## src/hdl/iss_pkg.sv

```systemverilog
// shared types and constants for the interval schedule selector
package iss_pkg;

  // width of the activity number on the result channel
  localparam int NUMBER_BITS = 6;

  // control state, one-hot
  typedef enum logic [1:0] {
    ST_LOAD  = 2'b01,
    ST_DRAIN = 2'b10
  } state_t;

  // per-cycle command broadcast to every cell of the chain
  typedef struct packed {
    logic ins;    // sorted insert of the incoming request
    logic shift;  // move every entry one cell toward the head
  } cell_ctrl_t;

endpackage

```

## src/hdl/iss_cell.sv

```systemverilog
// one cell of the sorted chain: holds one activity, trades with its neighbors
module iss_cell #(
  parameter int TIME_BITS = 16,
  parameter int NUM_BITS  = 5
) (
  input  logic                 clk,
  input  logic                 rst,
  input  iss_pkg::cell_ctrl_t  ctrl,
  // incoming activity
  input  logic [TIME_BITS-1:0] new_start,
  input  logic [TIME_BITS-1:0] new_finish,
  input  logic [NUM_BITS-1:0]  new_num,
  // neighbor toward the head
  input  logic                 prev_keep,
  input  logic                 prev_valid,
  input  logic [TIME_BITS-1:0] prev_start,
  input  logic [TIME_BITS-1:0] prev_finish,
  input  logic [NUM_BITS-1:0]  prev_num,
  // neighbor toward the tail
  input  logic                 next_valid,
  input  logic [TIME_BITS-1:0] next_start,
  input  logic [TIME_BITS-1:0] next_finish,
  input  logic [NUM_BITS-1:0]  next_num,
  // own contents
  output logic                 keep,
  output logic                 valid,
  output logic [TIME_BITS-1:0] start,
  output logic [TIME_BITS-1:0] finish,
  output logic [NUM_BITS-1:0]  num
);

  // entry stays put when it finishes no later than the new one (stable order)
  assign keep = valid && !(finish > new_finish);

  // valid bit
  always_ff @(posedge clk) begin
    if (rst) begin
      valid <= 1'b0;
    end else if (ctrl.shift) begin
      valid <= next_valid;
    end else if (ctrl.ins && !keep) begin
      valid <= prev_keep ? 1'b1 : prev_valid;
    end
  end

  // payload
  always_ff @(posedge clk) begin
    if (ctrl.shift) begin
      start  <= next_start;
      finish <= next_finish;
      num    <= next_num;
    end else if (ctrl.ins && !keep) begin
      if (prev_keep) begin
        start  <= new_start;
        finish <= new_finish;
        num    <= new_num;
      end else begin
        start  <= prev_start;
        finish <= prev_finish;
        num    <= prev_num;
      end
    end
  end

endmodule

```

## src/hdl/interval_schedule_select.sv

```systemverilog
// greedy earliest-finish activity selection over a sorted insert chain
//
//  channel | signals                                   | direction
//  --------+-------------------------------------------+----------
//  in      | in_valid in_ready start_time finish_time  | request in
//          | last_item                                 |
//  out     | out_valid out_ready activity_number       | result out
//          | last_result                               |
//
// While loading, the chain of cells sorts each activity into place by
// finish time as it arrives. After the request marked last, the chain
// drains through its head cell, one activity per cycle unless stalled.
// Reset clears the valid bits, the count and the last chosen finish.
// A held result in the output register stalls draining only when the
// next chosen activity needs that register; no request is taken while
// draining.
module interval_schedule_select #(
  parameter int MAX_ACTIVITIES = 32,
  parameter int TIME_BITS      = 16
) (
  input  logic                            clk,
  input  logic                            rst,
  input  logic                            in_valid,
  output logic                            in_ready,
  input  logic [TIME_BITS-1:0]            start_time,
  input  logic [TIME_BITS-1:0]            finish_time,
  input  logic                            last_item,
  output logic                            out_valid,
  input  logic                            out_ready,
  output logic [iss_pkg::NUMBER_BITS-1:0] activity_number,
  output logic                            last_result
);

  localparam int NUM_BITS = (MAX_ACTIVITIES > 1) ? $clog2(MAX_ACTIVITIES) : 1;
  localparam int CNT_BITS = $clog2(MAX_ACTIVITIES + 1);

  iss_pkg::state_t    state;
  iss_pkg::cell_ctrl_t ctrl;

  logic [CNT_BITS-1:0]              cnt;
  logic [TIME_BITS-1:0]             last_finish;
  logic                             first;
  logic                             pend_valid;
  logic [iss_pkg::NUMBER_BITS-1:0]  pend_num;

  logic                 c_keep   [MAX_ACTIVITIES];
  logic                 c_valid  [MAX_ACTIVITIES];
  logic [TIME_BITS-1:0] c_start  [MAX_ACTIVITIES];
  logic [TIME_BITS-1:0] c_finish [MAX_ACTIVITIES];
  logic [NUM_BITS-1:0]  c_num    [MAX_ACTIVITIES];

  logic full;
  logic out_free;
  logic head_chosen;
  logic done;

  // chain of cells
  for (genvar i = 0; i < MAX_ACTIVITIES; i++) begin : g_cell
    logic                 p_keep;
    logic                 p_valid;
    logic [TIME_BITS-1:0] p_start;
    logic [TIME_BITS-1:0] p_finish;
    logic [NUM_BITS-1:0]  p_num;
    logic                 n_valid;
    logic [TIME_BITS-1:0] n_start;
    logic [TIME_BITS-1:0] n_finish;
    logic [NUM_BITS-1:0]  n_num;

    if (i == 0) begin : g_head
      assign p_keep   = 1'b1;
      assign p_valid  = 1'b0;
      assign p_start  = '0;
      assign p_finish = '0;
      assign p_num    = '0;
    end else begin : g_body
      assign p_keep   = c_keep[i-1];
      assign p_valid  = c_valid[i-1];
      assign p_start  = c_start[i-1];
      assign p_finish = c_finish[i-1];
      assign p_num    = c_num[i-1];
    end

    if (i == MAX_ACTIVITIES - 1) begin : g_tail
      assign n_valid  = 1'b0;
      assign n_start  = '0;
      assign n_finish = '0;
      assign n_num    = '0;
    end else begin : g_inner
      assign n_valid  = c_valid[i+1];
      assign n_start  = c_start[i+1];
      assign n_finish = c_finish[i+1];
      assign n_num    = c_num[i+1];
    end

    iss_cell #(
      .TIME_BITS (TIME_BITS),
      .NUM_BITS  (NUM_BITS)
    ) u_cell (
      .clk         (clk),
      .rst         (rst),
      .ctrl        (ctrl),
      .new_start   (start_time),
      .new_finish  (finish_time),
      .new_num     (cnt[NUM_BITS-1:0]),
      .prev_keep   (p_keep),
      .prev_valid  (p_valid),
      .prev_start  (p_start),
      .prev_finish (p_finish),
      .prev_num    (p_num),
      .next_valid  (n_valid),
      .next_start  (n_start),
      .next_finish (n_finish),
      .next_num    (n_num),
      .keep        (c_keep[i]),
      .valid       (c_valid[i]),
      .start       (c_start[i]),
      .finish      (c_finish[i]),
      .num         (c_num[i])
    );
  end

  // chain commands and greedy decision at the head cell
  always_comb begin
    full        = (cnt == CNT_BITS'(MAX_ACTIVITIES));
    out_free    = !out_valid || out_ready;
    head_chosen = first || !(c_start[0] < last_finish);
    in_ready    = (state == iss_pkg::ST_LOAD);
    ctrl.ins    = in_ready && in_valid && !full;
    ctrl.shift  = (state == iss_pkg::ST_DRAIN) && c_valid[0] &&
                  (!head_chosen || !pend_valid || out_free);
    done        = (state == iss_pkg::ST_DRAIN) && !c_valid[0] &&
                  (!pend_valid || out_free);
  end

  // state, batch count and first flag
  always_ff @(posedge clk) begin
    if (rst) begin
      state <= iss_pkg::ST_LOAD;
      cnt   <= '0;
      first <= 1'b0;
    end else begin
      case (state)
        iss_pkg::ST_LOAD: begin
          if (ctrl.ins) begin
            cnt <= cnt + CNT_BITS'(1);
          end
          if (in_valid && last_item) begin
            state <= iss_pkg::ST_DRAIN;
            first <= 1'b1;
          end
        end
        iss_pkg::ST_DRAIN: begin
          if (ctrl.shift && head_chosen) begin
            first <= 1'b0;
          end
          if (done) begin
            state <= iss_pkg::ST_LOAD;
            cnt   <= '0;
          end
        end
        default: begin
          state <= iss_pkg::ST_LOAD;
        end
      endcase
    end
  end

  // pending chosen activity, held until we know whether it is the final one
  always_ff @(posedge clk) begin
    if (rst) begin
      pend_valid  <= 1'b0;
      last_finish <= '0;
    end else if (ctrl.shift && head_chosen) begin
      pend_valid  <= 1'b1;
      last_finish <= c_finish[0];
    end else if (done) begin
      pend_valid  <= 1'b0;
    end
  end

  always_ff @(posedge clk) begin
    if (ctrl.shift && head_chosen) begin
      pend_num <= iss_pkg::NUMBER_BITS'({1'b0, c_num[0]} + (NUM_BITS + 1)'(1));
    end
  end

  // output register
  always_ff @(posedge clk) begin
    if (rst) begin
      out_valid <= 1'b0;
    end else if ((ctrl.shift && head_chosen && pend_valid) || (done && pend_valid)) begin
      out_valid <= 1'b1;
    end else if (out_ready) begin
      out_valid <= 1'b0;
    end
  end

  always_ff @(posedge clk) begin
    if ((ctrl.shift && head_chosen && pend_valid) || (done && pend_valid)) begin
      activity_number <= pend_num;
      last_result     <= done;
    end
  end

endmodule
```

## config.mk

```make
export PLATFORM = sky130hd
export DESIGN_NAME = interval_schedule_select
export DESIGN_NICKNAME = d
export VERILOG_FILES = /design/src/hdl/iss_pkg.sv /design/src/hdl/iss_cell.sv /design/src/hdl/interval_schedule_select.sv
export SDC_FILE = /design/constraint.sdc
export NUM_CORES = 2
export LEC_CHECK = 0
export ABC_AREA = 1
export BUFFER_PORTS_ARGS = -buffer_cell sky130_fd_sc_hd__buf_2
export CAP_MARGIN = 20
export CELL_PAD_IN_SITES_DETAIL_PLACEMENT = 1
export CELL_PAD_IN_SITES_GLOBAL_PLACEMENT = 2
export CORE_MARGIN = 2
export CORE_UTILIZATION = 43
export DETAILED_ROUTE_END_ITERATION = 10
export GPL_ROUTABILITY_DRIVEN = 0
export PLACE_DENSITY_LB_ADDON = 0.1
export SYNTH_ARGS = -nofsm -noshare
export SYNTH_HDL_FRONTEND = slang
export SYNTH_SLANG_ARGS = --single-unit
```

## constraint.sdc

```tcl
create_clock -name clk -period 13.5 [get_ports clk]
set_input_delay 2.7 -clock clk [delete_from_list [all_inputs] [get_ports clk]]
set_output_delay 2.7 -clock clk [all_outputs]
set_load 0.02 [all_outputs]
```

# Yosys cells after proc, flatten, opt, wreduce, memory -nomap -nowiden
# Cells that the tools add are included.
op_classes:
  mux: 385
  add_sub_neg: 2
  reduce_logical: 188
  eq_ne: 7
  order_cmp: 33
op_table:
  columns: ["op", "n"]
  rows:
  - ["$mux W16", 186]
  - ["$gt A16 B16 Y1", 32]
  - ["$mux W5", 93]
  - ["$mux W1", 99]
  - ["$logic_and A1 B1 Y1", 74]
  - ["$logic_not A1 Y1", 70]
  - ["$reduce_bool A2 Y1", 34]
  - ["$lt A16 B16 Y1", 1]
  - ["$mux W6", 2]
  - ["$pmux W6 S2", 1]
  - ["$add A5 B1 Y6 const B", 1]
  - ["$add A6 B1 Y6 const B", 1]
  - ["$eq A6 B6 Y1 const B", 1]
  - ["$logic_or A1 B1 Y1", 6]
  - ["$ne A2 B1 Y1 const B", 3]
  - ["$reduce_and A3 Y1", 2]
  - ["$mux W2", 2]
  - ["$pmux W2 S2", 1]
  - ["$eq A2 B1 Y1 const B", 1]
  - ["$eq A2 B2 Y1 const B", 1]
  - ["$ne A2 B2 Y1 const B", 1]
  - ["$pmux W1 S2", 1]
  - ["$reduce_and A2 Y1", 1]
  - ["$reduce_or A2 Y1", 1]
totals:
  register_bits: 1256
  in_bits: 37
  word_cells: 752
  output_inout_bits: 9

# Logic depth before layout (Yosys ltp)
depth:
  ltp_word: 11
  depth_mapped: 18
  ltp_nobuf: 17

# By module
# Synthesis repeated with hierarchy kept, for this count alone.
hier_totals:
  cells_unflattened: 9444
  area_unflattened_um2: 77596.9
by_module_without_submodules:
  columns: ["mod", "area_each_um2", "instances", "seq_area_each_um2", "cells_per_inst"]
  rows:
  - ["iss_cell at g_cell[0].u_cell ...", 2363.5, 21, 1131.1, 288]
  - ["iss_cell at g_cell[29].u_cell ...", 2356.0, 11, 1131.1, 288]
  - ["interval_schedule_select", 2047.0, 1, 930.9, 228]

# Worst setup path after synthesis
# OpenSTA, ideal clock, no wires.
synth_path:
  path_kind: "input-to-reg"
  start: "input finish_time[1]"
  end: "register g_cell[0].u_cell.finish[0] (enable)"
  arrival_time_ps: 6197
  setup_ps: 395
  required_time_ps: 13105
  path_stages: 17
  setup_slack_ps: 6908
  path_buffers: 3
  cell_sequence: "clkbuf_1 clkinv_1 ha_1 inv_1 nor2_1 nor2_1 o21ai_0 nand2_1 o211ai_1 nand2_1 nand2_1 nand2_1 nand2_1 buf_2 clkbuf_1 nand2_1 nand2_1"
synth_between:
  elab_chain_cells: 6
synth_rtl:
  columns: ["element", "line_no", "rtl"]
  rows:
  - ["from (decl)", "interval_schedule_select.sv:26", "input logic [TIME_BITS-1:0] finish_time,"]
  - ["$gt A16 B16 Y1", "iss_cell.sv:33", "assign keep = valid && !(finish > new_finish);"]
  - ["$logic_not A1 Y1", "iss_cell.sv:33", null]
  - ["$logic_and A1 B1 Y1", "iss_cell.sv:33", null]
  - ["$logic_not A1 Y1", "iss_cell.sv:52", "end else if (ctrl.ins && !keep) begin"]
  - ["$logic_and A1 B1 Y1", "iss_cell.sv:52", null]
  - ["$reduce_bool A2 Y1 (no source line)", null, null]
  - ["to (signal assigned)", "iss_cell.sv:50", "finish <= next_finish;"]
  - ["to (signal assigned)", "iss_cell.sv:55", "finish <= new_finish;"]
  - ["to (signal assigned)", "iss_cell.sv:59", "finish <= prev_finish;"]
  - ["to (decl)", "iss_cell.sv:28", "output logic [TIME_BITS-1:0] finish,"]
# Every way passes these cells.
# A chain may end at the register's enable or synchronous reset.

# Worst setup path after layout
layout_path:
  start: "input finish_time[12]"
  end: "register g_cell[17].u_cell.valid"
layout_between:
  elab_chain_cells: 6
  word_cells_on_any_way: 12
  classes_between: "2 x order compare; 3 x mux; 7 x reduce/logical"
layout_rtl:
  columns: ["element", "line_no", "rtl"]
  rows:
  - ["$gt A16 B16 Y1", "iss_cell.sv:33", null]
  - ["$logic_not A1 Y1", "iss_cell.sv:33", null]
  - ["$logic_and A1 B1 Y1", "iss_cell.sv:33", null]
  - ["$mux W1 / $logic_not A1 Y1 (equally long branches)", "iss_cell.sv:42, iss_cell.sv:41", null]
  - ["$mux W1 / $logic_and A1 B1 Y1 (equally long branches)", "iss_cell.sv:41", "end else if (ctrl.ins && !keep) begin"]
  - ["$mux W1 / $reduce_bool A2 Y1 (equally long branches)", null, null]
  - ["to (signal assigned)", "iss_cell.sv:40", "valid <= next_valid;"]
  - ["to (signal assigned)", "iss_cell.sv:42", "valid <= prev_keep ? 1'b1 : prev_valid;"]
  - ["to (decl)", "iss_cell.sv:26", "output logic valid,"]
# Parallel ways exist; a longest one is shown, timed or not. The select of a mux whose other input is x is not followed.

==> impl_results.md <==
* Outcome: complete, no violations
* Post-CTS Resized at 0
* # fillers at between 20,000 and 25,000
* Int Pwr at about 8100 uW
* Peak fanout along the critical path at 39
* Max IR drop VDD at about 0.13 mV
* Total GRT Usage at 33.0%
* Clock latency on the worst-skew pair at a little over 0.8 ns
* Vias in the first global route at about 70,000
* Leak at around 0.035 uW
* Io pins at between 40 and 50
* Number of buffers added for setup after CTS at 0
* CTS Root Cell: clkbuf_16
* Die X at 426 um
* Initial antenna violation count at 7
* Cell mode on critical path: nand2_1
* TritonCTS buffer count at about 160
* CTS tree: built
* # rows at 154
* CP top delay family: buffers and inverters
* DR WL/cell at 26.3 um
* Minimum clock period at around 7 ns
* Tightest hold margin at 0.485 ns
* Post-route ant nets at 0
* CP max stage cell: buf_2
* Worst slew margin at between 10% and 20%
* Max Cap Viol at 0
* Data arrival, critical path at 7.73 ns
* Period utilization at between 50 and 60%
* Most used DFF post-synth: edfxtp_1
* Number of synthesized flops with an enable pin at 1,160
* Post-Syn Nets at 9,892
* Port Buffers at 45
* Seq pwr share at between 40% and 50%
* Slowest cell delay on critical path at just under 0.8 ns
* Worst setup path category: input pin to register
* Worst path cell trace: buf_2 -> inv_2 -> buf_4 -> ha_1 -> nand2_1 -> nor4_1 -> nand2_1 -> nand2_1 -> nand2_1 -> nand2_1 -> buf_4 -> nand2_1 -> nand2_1 -> buf_4 -> inv_1 -> nor2_1 -> nor2_1
* Clock network fraction of total power at between 30% and 40%
* Final WS setup at ~6.5 ns
* Syn avg cell area at between 8 and 9 um^2
* Hold buffer count at CTS at 0
* Clk slew on worst S/H paths at 0.06 ns
* Cell area after layout at 82,600 um^2
* Clock buffer depth at 3
* Most frequent cells in the layout: nand2_1, nor2_1, edfxtp_1, a31oi_1, ha_1
* Highest achievable clock rate at approximately 140 MHz
* Drt drc at 0
* Die area at approximately 180,000 um^2
* Syn Inst Count at ~9,300
* Element type at the critical path end: register
* Placed cell area at 77,500 um^2
* Post-DP HPWL at around 200,000 um
* Combinational power share at around a fifth
* First-pass GRT wire length at 449,000 um
* Post-layout nets at approximately 9,600
* Total Routed Length at 303,000 um
* # setup viols final at 0
* # H-tree levels at 4
* Vias/cell at between 5 and 6
* Initial DRC count at 7,768
* Initial Utilization at a little over two fifths
* Hold Crit Class: register to register
* Area grow syn2layout at 8.00%
* Psw at between 3000 and 4000 uW
* Net Sw Frac at 31.8%
* Ys async rst share at 0%
* DR vias at roughly 70,000
* Yosys reg bits at 1,256
* Place WS at about 5.8 ns
* Core ar. at around 180,000 um^2
* Die Height at ~430 um
* Initial DRT Pass Iterations at 5
* Startpoint types: input pin
* RSZ-0062 raised after global routing: no
* Count of pins over their slew limit at 0
* Most common cell after layout, fill and taps aside: nand2_1
* Ys Warns at 0
* Post-synthesis cell type count at 31
* Share of cells above drive strength 1 at around 5.4%
* Bufs and invs on worst path at 6
* Largest net degree at the start of global routing at 223
* CTS sink cnt at 1,256
* Post-Syn Area at 76,400 um^2
* Grt total ovfl at 0
* Setup TNS at 0 ns
* CP required at about 14 ns
* Fin. Hold Viols at 0
* Worst slew pin tran at roughly 1.2 ns
* Sequential fraction of the synthesis area at 48.1%
* Pwr dens at 143 nW/um^2
* Clk_skew at ~0.027 ns
==> synth_stat cells, types with 3 or more instances <==
cell type	number	share of area, %
nand3_1	527	3.5
nand4_1	21	0.17
buf_2	239	1.6
nand2_1	3211	16
o21ai_0	178	1.2
inv_2	25	0.12
o21a_1	12	0.12
ha_1	530	8.7
nor4_1	16	0.13
buf_6	89	1.3
xor2_1	3	0.034
a31oi_1	899	7.4
o211ai_1	11	0.11
inv_1	437	2.1
nor3_1	27	0.18
a21oi_1	241	1.6
dfxtp_1	96	2.5
clkinv_1	19	0.093
edfxtp_1	1160	46
buf_1	22	0.11
o21bai_1	8	0.079
buf_4	14	0.14
nor2_1	1241	6.1
clkbuf_1	289	1.4
==> per-stage QoR <==
step	power [uW]	cells	util, %
2_1_floorplan	6750	9325	-
4_1_cts	11900	11500	46.8
6_report	11800	11500	46.8
3_3_place_gp	7560	11200	43.9
3_5_place_dp	7700	11200	44.0
5_1_grt	12300	11500	46.8
==> registers in the layout (all words and copies together), names as in the netlist <==
name                  cells
last_finish              16
g_cell.u_cell.num       160
out_valid                 1
cnt                       6
first                     1
activity_number           6
g_cell.u_cell.valid      32
g_cell.u_cell.finish    512
g_cell.u_cell.start     512
last_result               1
state                     2
pend_valid                1
pend_num                  6
==> layout make-up <==
cell class | instances | area, um^2 | area share (%)
Tap cell | 2340 | 2930 | 3.55
Clock inverter | 78 | 624 | 0.756
Multi-Input combinational cell | 6934 | 34400 | 41.7
Inverter | 481 | 1810 | 2.20
Timing Repair Buffer | 211 | 1680 | 2.03
Clock buffer | 208 | 4300 | 5.20
Antenna cell | 6 | 15.0 | 0.0182
Sequential cell | 1256 | 36800 | 44.5
==> power groups by stage <==
stage                     registers [uW]  clock network [uW]  logic, uW
after floorplan                     5250                   0       1500
after global placement              5470                   0       2090
after detailed placement            5480                   0       2220
after CTS                           5410                4210       2230
after global routing                5460                4360       2510
final                               5420                4180       2240
==> metal layers <==
metal	wire, um	up-vias	GRT usage, %
li1	-	31200	-
met1	136000	34200	48.3
met2	130000	2743	49.3
met3	23600	492	4.07
met4	13300	0	13.4
met5	0	-	0
==> cell families after synthesis <==
family                     share of synthesized area, %
xor gates and xnor gates                         0.0344
and+or+nand+nor                                    25.9
AOI/OAI and AO/OA                                  10.4
buffers and inverters                              6.92
adders and majority gates                          8.67
DFF                                                48.1
==> final timing paths <==
| check | endpoint | slack (ns) | start | cells after the start |
|---|---|---|---|---|
| worst max-delay path | g_cell[17].u_cell.valid | 6.48 | finish_time[12] | 17 |
| worst min-delay path | activity_number[3] | 0.49 | pend_num[3] | 0 |
| worst max register to register | g_cell[16].u_cell.num[2] | 7.67 | cnt[0] | 9 |
| worst min register to register | activity_number[3] | 0.49 | pend_num[3] | 0 |
Note: power is estimated with default switching activity, not from simulation.
